File: src/fsn_pkg.sv
`timescale 1ns / 1ps
package fsn_pkg;

   localparam logic [31:0] MAGIC_GUESS = 32'h5f375a86;
   localparam logic [31:0] HALF_F      = 32'h3f000000;
   localparam logic [31:0] ONE_HALF_F  = 32'h3fc00000;
   localparam logic [31:0] CANON_NAN   = 32'h7fc00000;
   localparam logic [7:0]  EXP_ALL1    = 8'hff;

   // reciprocal divider: quotient bits and bits retired per stage
   localparam int RECIP_QBITS  = 27;
   localparam int RECIP_STEP   = 3;
   localparam int RECIP_STAGES = RECIP_QBITS / RECIP_STEP;

   // operand with hidden bit made explicit and subnormals normalized
   typedef struct packed {
      logic        sign;
      logic        is_nan;
      logic        is_inf;
      logic        is_zero;
      logic [9:0]  exp;   // unbiased, two's complement
      logic [23:0] man;   // 1.23 fixed point when finite and nonzero
   } fsn_unpacked_type;

   // leading zero count of a 27-bit word, 27 when all zero
   function automatic logic [4:0] lzc27(logic [26:0] v);
      logic [4:0] n;
      logic       found;
      n = 5'd27;
      found = 1'b0;
      for (int i = 26; i >= 0; i--) begin
         if (!found && v[i]) begin
            n = 5'(26 - i);
            found = 1'b1;
         end
      end
      return n;
   endfunction

   function automatic fsn_unpacked_type unpack_norm(logic [31:0] b);
      fsn_unpacked_type u;
      logic [4:0]       lz;
      u.sign    = b[31];
      u.is_nan  = (b[30:23] == EXP_ALL1) && (b[22:0] != 23'd0);
      u.is_inf  = (b[30:23] == EXP_ALL1) && (b[22:0] == 23'd0);
      u.is_zero = (b[30:23] == 8'd0) && (b[22:0] == 23'd0);
      lz = lzc27({1'b0, b[22:0], 3'b111});
      if (b[30:23] != 8'd0) begin
         u.man = {1'b1, b[22:0]};
         u.exp = {2'b00, b[30:23]} - 10'd127;
      end else begin
         u.man = {1'b0, b[22:0]} << lz;
         u.exp = 10'h382 - {5'd0, lz};
      end
      return u;
   endfunction

   // value is m / 2^47 * 2^e with m[47] set; round to nearest even and pack
   function automatic logic [31:0] round_pack(logic sign, logic signed [10:0] e,
                                              logic [47:0] m);
      logic signed [10:0] be;
      logic signed [10:0] sh;
      logic [5:0]         sh6;
      logic [47:0]        shm;
      logic               lost;
      logic [23:0]        mant;
      logic               g;
      logic               st;
      logic               inc;
      logic [7:0]         ef;
      logic [30:0]        mag;
      logic [31:0]        res;
      be = e + 11'sd127;
      sh = 11'sd1 - be;
      sh6 = 6'd0;
      shm = m;
      lost = 1'b0;
      mant = 24'd0;
      g = 1'b0;
      st = 1'b0;
      ef = 8'd0;
      if (be >= 11'sd1) begin
         mant = m[47:24];
         g = m[23];
         st = |m[22:0];
         ef = be[7:0];
      end else if (sh > 11'sd25) begin
         st = 1'b1;
      end else begin
         sh6 = sh[5:0];
         shm = m >> sh6;
         lost = |(m & ~({48{1'b1}} << sh6));
         mant = shm[47:24];
         g = shm[23];
         st = (|shm[22:0]) | lost;
      end
      inc = g & (st | mant[0]);
      mag = {ef, mant[22:0]} + {30'd0, inc};
      if (be >= 11'sd255) begin
         res = {sign, EXP_ALL1, 23'd0};
      end else begin
         res = {sign, mag};
      end
      return res;
   endfunction

endpackage

File: src/fsn_fmul.sv
`timescale 1ns / 1ps
module fsn_fmul #(
   parameter int SW = 32
) (
   input  logic          clock,
   input  logic          reset,
   input  logic          in_valid,
   output logic          in_ready,
   input  logic [31:0]   a_bits,
   input  logic [31:0]   b_bits,
   input  logic [SW-1:0] in_side,
   output logic          out_valid,
   input  logic          out_ready,
   output logic [31:0]   z_bits,
   output logic [SW-1:0] out_side
);
   import fsn_pkg::*;

   fsn_unpacked_type ua, ub;
   logic               adv1, adv2;
   logic               v1_ff, v2_ff;
   logic               sign1_ff, nan1_ff, inf1_ff, zero1_ff;
   logic signed [10:0] esum1_ff;
   logic [47:0]        prod1_ff;
   logic [SW-1:0]      side1_ff, side2_ff;
   logic [31:0]        z2_ff, z2_in;
   logic signed [10:0] e2;
   logic [47:0]        m2;

   assign adv1 = !v1_ff || adv2;
   assign adv2 = !v2_ff || out_ready;
   assign in_ready = adv1;

   // stage 1: unpack and mantissa product
   always_comb begin
      ua = unpack_norm(a_bits);
      ub = unpack_norm(b_bits);
   end

   always_ff @(posedge clock) begin
      if (reset) begin
         v1_ff <= 1'b0;
      end else if (adv1) begin
         v1_ff <= in_valid;
      end
      if (adv1) begin
         sign1_ff <= ua.sign ^ ub.sign;
         nan1_ff  <= ua.is_nan | ub.is_nan | (ua.is_inf & ub.is_zero) |
                     (ua.is_zero & ub.is_inf);
         inf1_ff  <= ua.is_inf | ub.is_inf;
         zero1_ff <= ua.is_zero | ub.is_zero;
         esum1_ff <= $signed({ua.exp[9], ua.exp}) + $signed({ub.exp[9], ub.exp});
         prod1_ff <= ua.man * ub.man;
         side1_ff <= in_side;
      end
   end

   // stage 2: normalize by one place, round and pack
   always_comb begin
      if (prod1_ff[47]) begin
         m2 = prod1_ff;
         e2 = esum1_ff + 11'sd1;
      end else begin
         m2 = {prod1_ff[46:0], 1'b0};
         e2 = esum1_ff;
      end
      if (nan1_ff) begin
         z2_in = CANON_NAN;
      end else if (inf1_ff) begin
         z2_in = {sign1_ff, EXP_ALL1, 23'd0};
      end else if (zero1_ff) begin
         z2_in = {sign1_ff, 31'd0};
      end else begin
         z2_in = round_pack(sign1_ff, e2, m2);
      end
   end

   always_ff @(posedge clock) begin
      if (reset) begin
         v2_ff <= 1'b0;
      end else if (adv2) begin
         v2_ff <= v1_ff;
      end
      if (adv2) begin
         z2_ff    <= z2_in;
         side2_ff <= side1_ff;
      end
   end

   assign out_valid = v2_ff;
   assign z_bits    = z2_ff;
   assign out_side  = side2_ff;

endmodule

File: config.mk
export PLATFORM = sky130hd
export DESIGN_NAME = fsn_fmul
export DESIGN_NICKNAME = d
export VERILOG_FILES = /design/src/fsn_pkg.sv /design/src/fsn_fmul.sv
export SDC_FILE = /design/constraint.sdc
export NUM_CORES = 2
export LEC_CHECK = 0
export BUFFER_PORTS_ARGS = -buffer_cell sky130_fd_sc_hd__buf_2
export CORE_UTILIZATION = 60
export DETAILED_ROUTE_END_ITERATION = 12
export HOLD_SLACK_MARGIN = 0.06
export MAX_ROUTING_LAYER = met4
export PLACE_DENSITY = 0.78
export REMOVE_ABC_BUFFERS = 1
export SLEW_MARGIN = 20
export SYNTH_ARGS = -nofsm -noshare
export SYNTH_HDL_FRONTEND = slang
export SYNTH_SLANG_ARGS = --single-unit
File: constraint.sdc
create_clock -name clock -period 14.15 [get_ports clock]
set_clock_uncertainty 0.1 [all_clocks]
set_input_delay 2.83 -clock clock [delete_from_list [all_inputs] [get_ports clock]]
set_output_delay 2.83 -clock clock [all_outputs]
set_load 0.01 [all_outputs]
==> results by group <==
Status
  – Status: finished clean

Clock tree
  – Worst skew pair latency: 0.46 ns
  – Setup repair bufs after CTS: 0
  – Hold Buf Count CTS: 0
  – Post-CTS sizing: 0
  – Worst-path clk slew: 0.07 ns
  – Clock Root Buffer: clkbuf_16
  – CTS buffer count: 17
  – Count of clock tree sinks: 161
  – Maximum root-to-sink buffer count: 2
  – CTS HTree Levels: 4
  – CTS tree: built

Floorplan
  – Site row count: 85
  – Io pins: 166
  – Core area: 53,920 sq um
  – Die area: 55,590 sq um
  – DIE HEIGHT: 235.8 microns
  – Initial core utilization: 0.6081
  – DIE WIDTH: 235.8 microns

Cells and area
  – Most common cell after layout, fill and taps aside: inv_1
  – Multi-input gate area: 24,960 sq um
  – Area grow syn2layout: 7.609%
  – Finished Layout Cells: 4,586
  – Sequential cell area: 4815 sq um
  – Most frequent cells in the layout: 620 x inv_1, 483 x fa_1, 441 x nor2_1
  – Fillers: 4,520
  – Share of layout cells above drive strength 1: 0.1088
  – Final net count: 4,657

STA
  – Slew Viols, Final: 0
  – Setup violators final: 0
  – Final setup TNS: 0 ns
  – Hold Violations, Final: 0
  – Final min period: 13.06 ns
  – Slew margin rel.: 0.1878
  – F_max: 76.56 MHz
  – Worst slew pin tran: 1.207 ns
  – Period Utilization, post-route: 0.9231
  – RSZ-0062 raised after global routing: no

GRT
  – Global route overflow: 0
  – GRT Util Overall: 0.3953
  – Largest net degree at the start of global routing: 70
  – Antenna violations before repair: 1
  – Vias in the first global route: 29,100
  – First-pass GRT wire length: 163,600 microns

Logic synthesis
  – Seq/Total Area, Yosys: 0.1468
  – Predominant post-synthesis flop cell: edfxtp_1
  – Avg Inst Size Synth: 8.685 sq um
  – Netlist cell types: 97
  – Syn. warnings: 0
  – Asr flop ratio synth: 0
  – Post-synth EDFFs: 159
  – Cell area after synthesis: 32,790 sq um
  – Synthesized flop and latch total: 161
  – Mapped Cells: 3,775

Hold path
  – Hold crit path type: reg -> reg
  – Hold depth: 0
  – Min-delay src: side1_ff[19]$_DFFE_PP_
  – Hold EP: out_side[19]$_DFFE_PP_

Setup path
  – CP endpoint kind: flop
  – CP max FO: 13
  – Critical Path Max Stage Delay: 0.63 ns
  – Critical Path RT: 14.26 ns
  – Critical path class: in -> reg
  – WP data arrival: 13.17 ns
  – Worst reg-to-reg path cell count: 20
  – R2R Path Start: esum1_ff[0]$_DFFE_PP_
  – Worst R2R End: z_bits[30]$_SDFFCE_PP1P_
  – Slowest-stage cell, CP: fa_1
  – R2R setup slack: 6.52 ns
  – Buffers and inverters on the worst path: 8
  – CP dominant cell by count: fa_1
  – Crit start category: input port
  – Crit path max-delay family: adder cells

Drt
  – DR vias/cell: 6.176
  – Via count: 28,320
  – 1st-iter DRT viols: 2,877
  – Routed WL: 103,800 microns
  – # DRC: 0
  – Avg WL per Cell: 22.64 microns
  – Post-route ant nets: 0
  – Drt pass-1 iters: 8

Placed design
  – Placed cells: 4,552
  – Number of port buffers: 165
  – Dpl hpwl: 83,440 microns
  – Routability Congestion: 1.036

Flow run
  – Max-cap violations: 0
==> kinds of logic (layout without fill, tap and decap cells) <==
| kind of cell | Yosys count | in the layout | share of synthesized area |
|---|---|---|---|
| AO/OA/AOI/OAI | 564 | 564 | 0.1121 |
| AND/OR/NAND/NOR | 1204 | 1204 | 0.1642 |
| other | 0 | 2 | 0 |
| buffers and inverters | 816 | 929 | 0.09437 |
| flip-flops | 161 | 161 | 0.1468 |
| multiplexers | 239 | 239 | 0.07995 |
| XOR/XNOR | 106 | 106 | 0.03072 |
| adder cells (fa/ha/maj) | 685 | 685 | 0.3718 |
==> worst max-delay path by stage <==
stage / from / depth (start not counted) / slack (ns) / end
after CTS: b_bits[17] / 36 / 1.24 / prod1_ff[47]$_DFFE_PP_
final: a_bits[21] / 38 / 1.09 / prod1_ff[47]$_DFFE_PP_
after detailed placement: b_bits[17] / 37 / 0.75 / prod1_ff[47]$_DFFE_PP_
after floorplan: b_bits[16] / 36 / 0.90 / prod1_ff[47]$_DFFE_PP_
after global placement: b_bits[17] / 37 / 0.88 / prod1_ff[47]$_DFFE_PP_
after global routing: a_bits[21] / 40 / 0.61 / prod1_ff[47]$_DFFE_PP_
==> routing by layer <==
layer	vias to the layer above	share of wire	GRT usage
li1	12590	-	-
met1	13620	0.38	0.4765
met2	1694	0.45	0.6078
met3	428	0.10	0.09334
met4	0	0.069	0.2301
met5	-	0	-
==> through the flow <==
step           instance area [sq um]  hold WS [ns]  setup slack (ns)    util
2_1_floorplan                  32040        0.3003            0.8993       -
3_3_place_gp                   34630        0.3003            0.8803  0.6423
3_5_place_dp                   34630        0.3045            0.7482  0.6423
4_1_cts                        35280        0.3200             1.236  0.6542
5_1_grt                        35280        0.3254            0.6129  0.6543
6_report                       35280        0.3200             1.089  0.6543
==> area by class of cell <==
type	instances	share of cell area
clock buffer	17	0.01206
antenna	2	0.0001418
multi-input combinational	2798	0.7074
tap	696	0.02468
sequential	161	0.1365
clock inverter	15	0.006135
timing repair buffer	273	0.04674
inverter	624	0.06639
==> flip-flops by register name (all words and copies together) (netlist names) <==
signal and flops:
prod1_ff 48, esum1_ff 11, out_side 32, sign1_ff 1
side1_ff 32, nan1_ff 1, v1_ff 1, inf1_ff 1
z_bits 32, zero1_ff 1, out_valid 1
==> cell usage after synthesis, drive strengths merged (7+ instances only) <==
cell | instances | area (sq um)
nand4 | 19 | 125.1
nor3 | 55 | 291.5
o211ai | 22 | 170.2
a221oi | 7 | 67.56
and3 | 27 | 168.9
a22o | 9 | 78.83
nand2b | 56 | 350.3
o31a | 8 | 72.57
inv | 623 | 2339
nor2 | 442 | 1662
o22ai | 22 | 137.6
xor2 | 37 | 339.1
nand3 | 53 | 277.8
a22oi | 12 | 90.09
o31ai | 20 | 163.9
a21o | 33 | 247.7
ha | 199 | 2490
and2 | 30 | 187.7
nor3b | 8 | 60.06
o21a | 18 | 135.1
fa | 483 | 9669
or2 | 11 | 68.82
o2111ai | 13 | 113.9
a211oi | 20 | 162.7
a21oi | 163 | 815.8
or3 | 21 | 131.4
mux2i | 173 | 1732
o21ai | 118 | 590.6
xnor2 | 66 | 600.6
mux2 | 53 | 596.8
nor4b | 7 | 67.56
nand2 | 413 | 1550
clkbuf | 158 | 594.3
edfxtp | 159 | 4775
mux4 | 13 | 292.8
a31oi | 18 | 112.6
nor4 | 29 | 200.2
o21bai | 12 | 90.09
nor2b | 19 | 118.9
buf | 34 | 157.6
Power is left out: the tool's default activity adds up to more than one toggle a clock period on the data nets, which glitch-free logic cannot reach.
