`config.mk`:
```
export PLATFORM = sky130hd
export DESIGN_NAME = fsn_recip
export DESIGN_NICKNAME = d
export VERILOG_FILES = /design/src/fsn_pkg.sv /design/src/fsn_recip.sv
export SDC_FILE = /design/constraint.sdc
export NUM_CORES = 2
export LEC_CHECK = 0
export BUFFER_PORTS_ARGS = -buffer_cell sky130_fd_sc_hd__buf_2
export CAP_MARGIN = 20
export CORE_AREA = 2 2 329 331
export CTS_BUF_LIST = sky130_fd_sc_hd__clkbuf_8
export DETAILED_ROUTE_END_ITERATION = 12
export DIE_AREA = 0 0 331 333
export MAX_ROUTING_LAYER = met4
export PLACE_DENSITY = 0.77
export RECOVER_POWER = 100
export SETUP_SLACK_MARGIN = 0.05
export SYNTH_ARGS = -nofsm -noshare
export SYNTH_HDL_FRONTEND = slang
export SYNTH_SLANG_ARGS = --single-unit
```
`constraint.sdc`:
```
create_clock -name clock -period 13.2 [get_ports clock]
set_clock_uncertainty 0.2 [all_clocks]
set_input_delay 0.66 -clock clock [delete_from_list [all_inputs] [get_ports clock]]
set_output_delay 0.66 -clock clock [all_outputs]
set_load 0.05 [all_outputs]
```
`src/fsn_pkg.sv`:
```
`timescale 1ns / 1ps
package fsn_pkg;

   localparam logic [31:0] MAGIC_GUESS = 32'h5f375a86;
   localparam logic [31:0] HALF_F      = 32'h3f000000;
   localparam logic [31:0] ONE_HALF_F  = 32'h3fc00000;
   localparam logic [31:0] CANON_NAN   = 32'h7fc00000;
   localparam logic [7:0]  EXP_ALL1    = 8'hff;

   // reciprocal divider: quotient bits and bits retired per stage
   localparam int RECIP_QBITS  = 27;
   localparam int RECIP_STEP   = 3;
   localparam int RECIP_STAGES = RECIP_QBITS / RECIP_STEP;

   // operand with hidden bit made explicit and subnormals normalized
   typedef struct packed {
      logic        sign;
      logic        is_nan;
      logic        is_inf;
      logic        is_zero;
      logic [9:0]  exp;   // unbiased, two's complement
      logic [23:0] man;   // 1.23 fixed point when finite and nonzero
   } fsn_unpacked_type;

   // leading zero count of a 27-bit word, 27 when all zero
   function automatic logic [4:0] lzc27(logic [26:0] v);
      logic [4:0] n;
      logic       found;
      n = 5'd27;
      found = 1'b0;
      for (int i = 26; i >= 0; i--) begin
         if (!found && v[i]) begin
            n = 5'(26 - i);
            found = 1'b1;
         end
      end
      return n;
   endfunction

   function automatic fsn_unpacked_type unpack_norm(logic [31:0] b);
      fsn_unpacked_type u;
      logic [4:0]       lz;
      u.sign    = b[31];
      u.is_nan  = (b[30:23] == EXP_ALL1) && (b[22:0] != 23'd0);
      u.is_inf  = (b[30:23] == EXP_ALL1) && (b[22:0] == 23'd0);
      u.is_zero = (b[30:23] == 8'd0) && (b[22:0] == 23'd0);
      lz = lzc27({1'b0, b[22:0], 3'b111});
      if (b[30:23] != 8'd0) begin
         u.man = {1'b1, b[22:0]};
         u.exp = {2'b00, b[30:23]} - 10'd127;
      end else begin
         u.man = {1'b0, b[22:0]} << lz;
         u.exp = 10'h382 - {5'd0, lz};
      end
      return u;
   endfunction

   // value is m / 2^47 * 2^e with m[47] set; round to nearest even and pack
   function automatic logic [31:0] round_pack(logic sign, logic signed [10:0] e,
                                              logic [47:0] m);
      logic signed [10:0] be;
      logic signed [10:0] sh;
      logic [5:0]         sh6;
      logic [47:0]        shm;
      logic               lost;
      logic [23:0]        mant;
      logic               g;
      logic               st;
      logic               inc;
      logic [7:0]         ef;
      logic [30:0]        mag;
      logic [31:0]        res;
      be = e + 11'sd127;
      sh = 11'sd1 - be;
      sh6 = 6'd0;
      shm = m;
      lost = 1'b0;
      mant = 24'd0;
      g = 1'b0;
      st = 1'b0;
      ef = 8'd0;
      if (be >= 11'sd1) begin
         mant = m[47:24];
         g = m[23];
         st = |m[22:0];
         ef = be[7:0];
      end else if (sh > 11'sd25) begin
         st = 1'b1;
      end else begin
         sh6 = sh[5:0];
         shm = m >> sh6;
         lost = |(m & ~({48{1'b1}} << sh6));
         mant = shm[47:24];
         g = shm[23];
         st = (|shm[22:0]) | lost;
      end
      inc = g & (st | mant[0]);
      mag = {ef, mant[22:0]} + {30'd0, inc};
      if (be >= 11'sd255) begin
         res = {sign, EXP_ALL1, 23'd0};
      end else begin
         res = {sign, mag};
      end
      return res;
   endfunction

endpackage

```
`src/fsn_recip.sv`:
```
`timescale 1ns / 1ps
module fsn_recip (
   input  logic        clock,
   input  logic        reset,
   input  logic        in_valid,
   output logic        in_ready,
   input  logic [31:0] y_bits,
   output logic        out_valid,
   input  logic        out_ready,
   output logic [31:0] r_bits
);
   import fsn_pkg::*;

   localparam int NS = RECIP_STAGES;

   logic [NS+1:0] adv;
   logic          v_ff [NS+1];
   logic [24:0]   rem_ff [NS+1];
   logic [26:0]   quo_ff [NS+1];
   logic [23:0]   dvs_ff [NS+1];
   logic [9:0]    exp_ff [NS+1];
   logic          sgn_ff [NS+1];
   logic          spc_ff [NS+1];
   logic [31:0]   spv_ff [NS+1];
   fsn_unpacked_type u;
   logic          spc_in;
   logic [31:0]   spv_in;
   logic          ov_ff;
   logic [31:0]   r_ff, r_in;
   logic signed [10:0] e11, er;
   logic [47:0]   m;

   // advance enables, worked back from the output register
   always_comb begin
      adv[NS+1] = !ov_ff || out_ready;
      for (int k = NS; k >= 0; k--) begin
         adv[k] = !v_ff[k] || adv[k+1];
      end
   end
   assign in_ready = adv[0];

   // stage 0: unpack divisor, pick out zero, infinity and nan
   always_comb begin
      u = unpack_norm(y_bits);
      spc_in = u.is_zero | u.is_inf | u.is_nan;
      if (u.is_nan) begin
         spv_in = CANON_NAN;
      end else if (u.is_zero) begin
         spv_in = {u.sign, EXP_ALL1, 23'd0};
      end else begin
         spv_in = {u.sign, 31'd0};
      end
   end

   always_ff @(posedge clock) begin
      if (reset) begin
         v_ff[0] <= 1'b0;
      end else if (adv[0]) begin
         v_ff[0] <= in_valid;
      end
      if (adv[0]) begin
         rem_ff[0] <= 25'h0800000;
         quo_ff[0] <= 27'd0;
         dvs_ff[0] <= u.man;
         exp_ff[0] <= u.exp;
         sgn_ff[0] <= u.sign;
         spc_ff[0] <= spc_in;
         spv_ff[0] <= spv_in;
      end
   end

   // restoring division of 1.0 by the mantissa, a few quotient bits per stage
   for (genvar k = 1; k <= NS; k++) begin : g_div
      logic [24:0] r_in;
      logic [26:0] q_in;

      always_comb begin
         r_in = rem_ff[k-1];
         q_in = quo_ff[k-1];
         for (int j = 0; j < RECIP_STEP; j++) begin
            if (r_in >= {1'b0, dvs_ff[k-1]}) begin
               r_in = r_in - {1'b0, dvs_ff[k-1]};
               q_in = {q_in[25:0], 1'b1};
            end else begin
               q_in = {q_in[25:0], 1'b0};
            end
            r_in = {r_in[23:0], 1'b0};
         end
      end

      always_ff @(posedge clock) begin
         if (reset) begin
            v_ff[k] <= 1'b0;
         end else if (adv[k]) begin
            v_ff[k] <= v_ff[k-1];
         end
         if (adv[k]) begin
            rem_ff[k] <= r_in;
            quo_ff[k] <= q_in;
            dvs_ff[k] <= dvs_ff[k-1];
            exp_ff[k] <= exp_ff[k-1];
            sgn_ff[k] <= sgn_ff[k-1];
            spc_ff[k] <= spc_ff[k-1];
            spv_ff[k] <= spv_ff[k-1];
         end
      end
   end

   // final stage: place the quotient, round and pack
   always_comb begin
      e11 = $signed({exp_ff[NS][9], exp_ff[NS]});
      if (quo_ff[NS][26]) begin
         m = {1'b1, 47'd0};
         er = -e11;
      end else begin
         m = {quo_ff[NS][25:0], rem_ff[NS] != 25'd0, 21'd0};
         er = -e11 - 11'sd1;
      end
      r_in = spc_ff[NS] ? spv_ff[NS] : round_pack(sgn_ff[NS], er, m);
   end

   always_ff @(posedge clock) begin
      if (reset) begin
         ov_ff <= 1'b0;
      end else if (adv[NS+1]) begin
         ov_ff <= v_ff[NS];
      end
      if (adv[NS+1]) begin
         r_ff <= r_in;
      end
   end

   assign out_valid = ov_ff;
   assign r_bits    = r_ff;

endmodule

```
==> flow_summary.yaml <==
clocking:
  cts_buffers: 133
  h-tree-depth: 4
  cts_resized: 0
  clock-sinks: 750
  cts_tree: "built"
  hold_buffers: 27
  cts-root-buf: "clkbuf_8"
  clk-insertion-delay-late_ns: 0.86
  clk_pin_slew_worst_paths_ns: 0.06
  post-cts-setup-buffers: 0
  cts.path.max_buffers: 3
timing:
  setup-violations-final: 0
  fmax_ghz: 0.0805
  slew-limit-headroom: -1.76
  rsz0062_at_grt: "false"
  tightest_slew_ns: 4.14
  period_needed_ns: 12.42
  finalCritPeriodShare: 0.941
  final-max-slew-violation-count: 816
  setup_tns_ns: 0
  hold_violations: 0
critical_path:
  cp-startpoint: "dvs_ff[2][1]"
  cp_slowest_stage_delay_ns: 0.65
  critPathCaptureType: "register"
  arrival_ns: 12.80
  cp_slowest_cell: "o21ai_0"
  cp_common_cell: "o21ai_0"
  crit_end: "rem_ff[3][1]"
  r2r-end: "rem_ff[3][1]"
  reg2reg_from: "dvs_ff[2][1]"
  path_class: "reg2reg"
  r2r_cells: 41
  crit_required_ns: 13.58
  cp-start-kind: "register"
  crit_fanout: 25
  reg2reg_slack_ns: 0.78
grt:
  grt.overflow.total: 0
  grt_pass1_wl_mm: 260
  grt_max_degree: 82
  grt_pass1_vias: 48400
  antenna_found_initial: 2
  grt_usage: 0.305
synth:
  ys_ff_latch: 750
  async_flop_share: 0
  ys.flop_type: "edfxtp_1"
  syn_inst: 6679
  ys_top_cells_by_area: "edfxtp_1 (35%), ha_1 (12%), mux2_2 (6.2%), xnor2_1 (5.2%), a21oi_1 (4.5%)"
  yosysSeqAreaShare: 0.355
  synth_fp_nets: 7342
  synth_edf_count: 749
  syn_area_mm2: 0.0634
  syn_area_per_cell_um2: 9.50
  synth_area_leader_cell: "edfxtp_1"
  synth_cell_types: 112
  yosys_warnings: 0
  synth_top_area_frac: 0.355
drt:
  vias: 51800
  wl_mm: 165
  dr.pass1.iters: 6
  routedWlPerCell_um: 19.9
  postRouteAntennaNets: 0
  post_drt_via_cell_ratio: 6.23
  first_iter_violations: 4855
  drc: 0
layout:
  drive_above_1_share: 0.0968
  fillCellCount: 8777
  area_delta_synth_final_pct: 7.69
  layout_commonest_cell: "edfxtp_1"
  fin_nets: 7470
  final_cell_mix: "edfxtp_1 (749), ha_1 (619), a21oi_1 (565)"
floorplan:
  die_x_um: 331
  core_area_mm2: 0.107
  start_util: 0.595
  die_h_um: 333
  rows: 120
  ioPinCount: 70
  dieArea_mm2: 0.110
worst_hold_path:
  hp-class: "in2reg"
run:
  cap_violations: 15
place:
  hpwl_mm: 129
  gp_congestion: 0.989
  numPortBuffers: 69
outcome:
  violations: "max-capacitance violations, max-slew violations"
  status: "finished, violations left"
[stage by stage]
step	util	std cells	setup slack [ns]	hold WS (ns)	cell area [um^2]
CTS	0.642	8308	0.947	0.00525	68400
floorplan	-	6679	2.70	0.200	63400
global placement	0.613	8042	1.34	0.200	65400
detailed placement	0.613	8043	1.11	0.205	65400
finish	0.641	8315	0.781	0.0675	68300
global route	0.641	8314	0.155	0.0314	68300
[cell families after synthesis]
| group | synth area share |
|---|---|
| adders and majority gates | 0.125 |
| buffers and inverters | 0.0363 |
| AOI/OAI and AO/OA | 0.189 |
| DFF | 0.355 |
| muxes | 0.0785 |
| xor gates and xnor gates | 0.0759 |
| and+or+nand+nor | 0.141 |
[critical path, delay by kind of cell, from the launching register on]
kind / cells / cell delay, ns
AO/OA/AOI/OAI: 30 / 8.07
adder cells (fa/ha/maj): 3 / 1.05
buffers and inverters: 3 / 1.00
flip-flops: 1 / 0.50
multiplexers: 3 / 0.96
AND/OR/NAND/NOR: 2 / 0.32
[worst min-delay path by stage]
| stage | start | cells past startpoint | slack (ns) | to |
|---|---|---|---|---|
| 6_report | y_bits[3] | 2 | 0.07 | dvs_ff[0][3] |
| 5_1_grt | y_bits[3] | 2 | 0.03 | dvs_ff[0][3] |
| 4_1_cts | y_bits[24] | 4 | 0.005 | exp_ff[0][3] |
| 3_5_place_dp | exp_ff[1][1] | 0 | 0.20 | exp_ff[2][1] |
| 3_3_place_gp | quo_ff[6][4] | 0 | 0.20 | quo_ff[7][7] |
| 2_1_floorplan | exp_ff[0][0] | 0 | 0.20 | exp_ff[1][0] |
[area by class of cell]
| cell class | count | area [um^2] | area share |
|---|---|---|---|
| Clock buffer | 133 | 1830 | 0.0268 |
| Antenna cell | 2 | 5.00 | 0.0000733 |
| Inverter | 453 | 1700 | 0.0249 |
| Multi-Input combinational cell | 5322 | 38600 | 0.566 |
| Clock inverter | 105 | 958 | 0.0140 |
| Sequential cell | 750 | 22500 | 0.330 |
| Tap cell | 1403 | 1760 | 0.0257 |
| Timing Repair Buffer | 147 | 916 | 0.0134 |
[per-layer routing]
metal	GRT usage	share of wire
met3	0.0401	0.069
met4	0.0913	0.028
met5	-	0
met2	0.467	0.45
met1	0.422	0.45
[synth_stat cells (13+ instances only)]
| cell type | number |
|---|---|
| a211o_1 | 28 |
| a211oi_1 | 44 |
| a21boi_0 | 42 |
| a21o_1 | 248 |
| a21oi_1 | 565 |
| a221o_1 | 14 |
| a221oi_1 | 13 |
| a22o_1 | 17 |
| a31o_2 | 14 |
| a31oi_1 | 52 |
| and2_1 | 43 |
| and3_1 | 75 |
| and4_1 | 19 |
| buf_1 | 22 |
| clkbuf_1 | 124 |
| edfxtp_1 | 749 |
| ha_1 | 619 |
| inv_1 | 450 |
| mux2_2 | 348 |
| mux2i_1 | 88 |
| nand2_1 | 503 |
| nand2b_1 | 85 |
| nand3_1 | 117 |
| nand3b_1 | 14 |
| nand4_1 | 88 |
| nor2_1 | 520 |
| nor2b_1 | 74 |
| nor3_1 | 137 |
| nor3b_1 | 16 |
| nor4_1 | 43 |
| o211ai_1 | 28 |
| o21a_1 | 93 |
| o21ai_0 | 383 |
| o21bai_1 | 85 |
| o22ai_1 | 22 |
| o31a_1 | 20 |
| o31ai_1 | 41 |
| o41ai_1 | 16 |
| or2_2 | 29 |
| or3_1 | 37 |
| xnor2_1 | 373 |
| xor2_1 | 162 |
[sequential cells by signal, summed over array words and instances, names as in the netlist]
name / count
quo_ff: 135
exp_ff: 90
dvs_ff: 216
out_valid: 1
v_ff: 10
r_bits: 32
spv_ff: 30
sgn_ff: 10
rem_ff: 216
spc_ff: 10
Power is left out: the tool's default activity adds up to more than one toggle a clock period on the data nets, which glitch-free logic cannot reach.
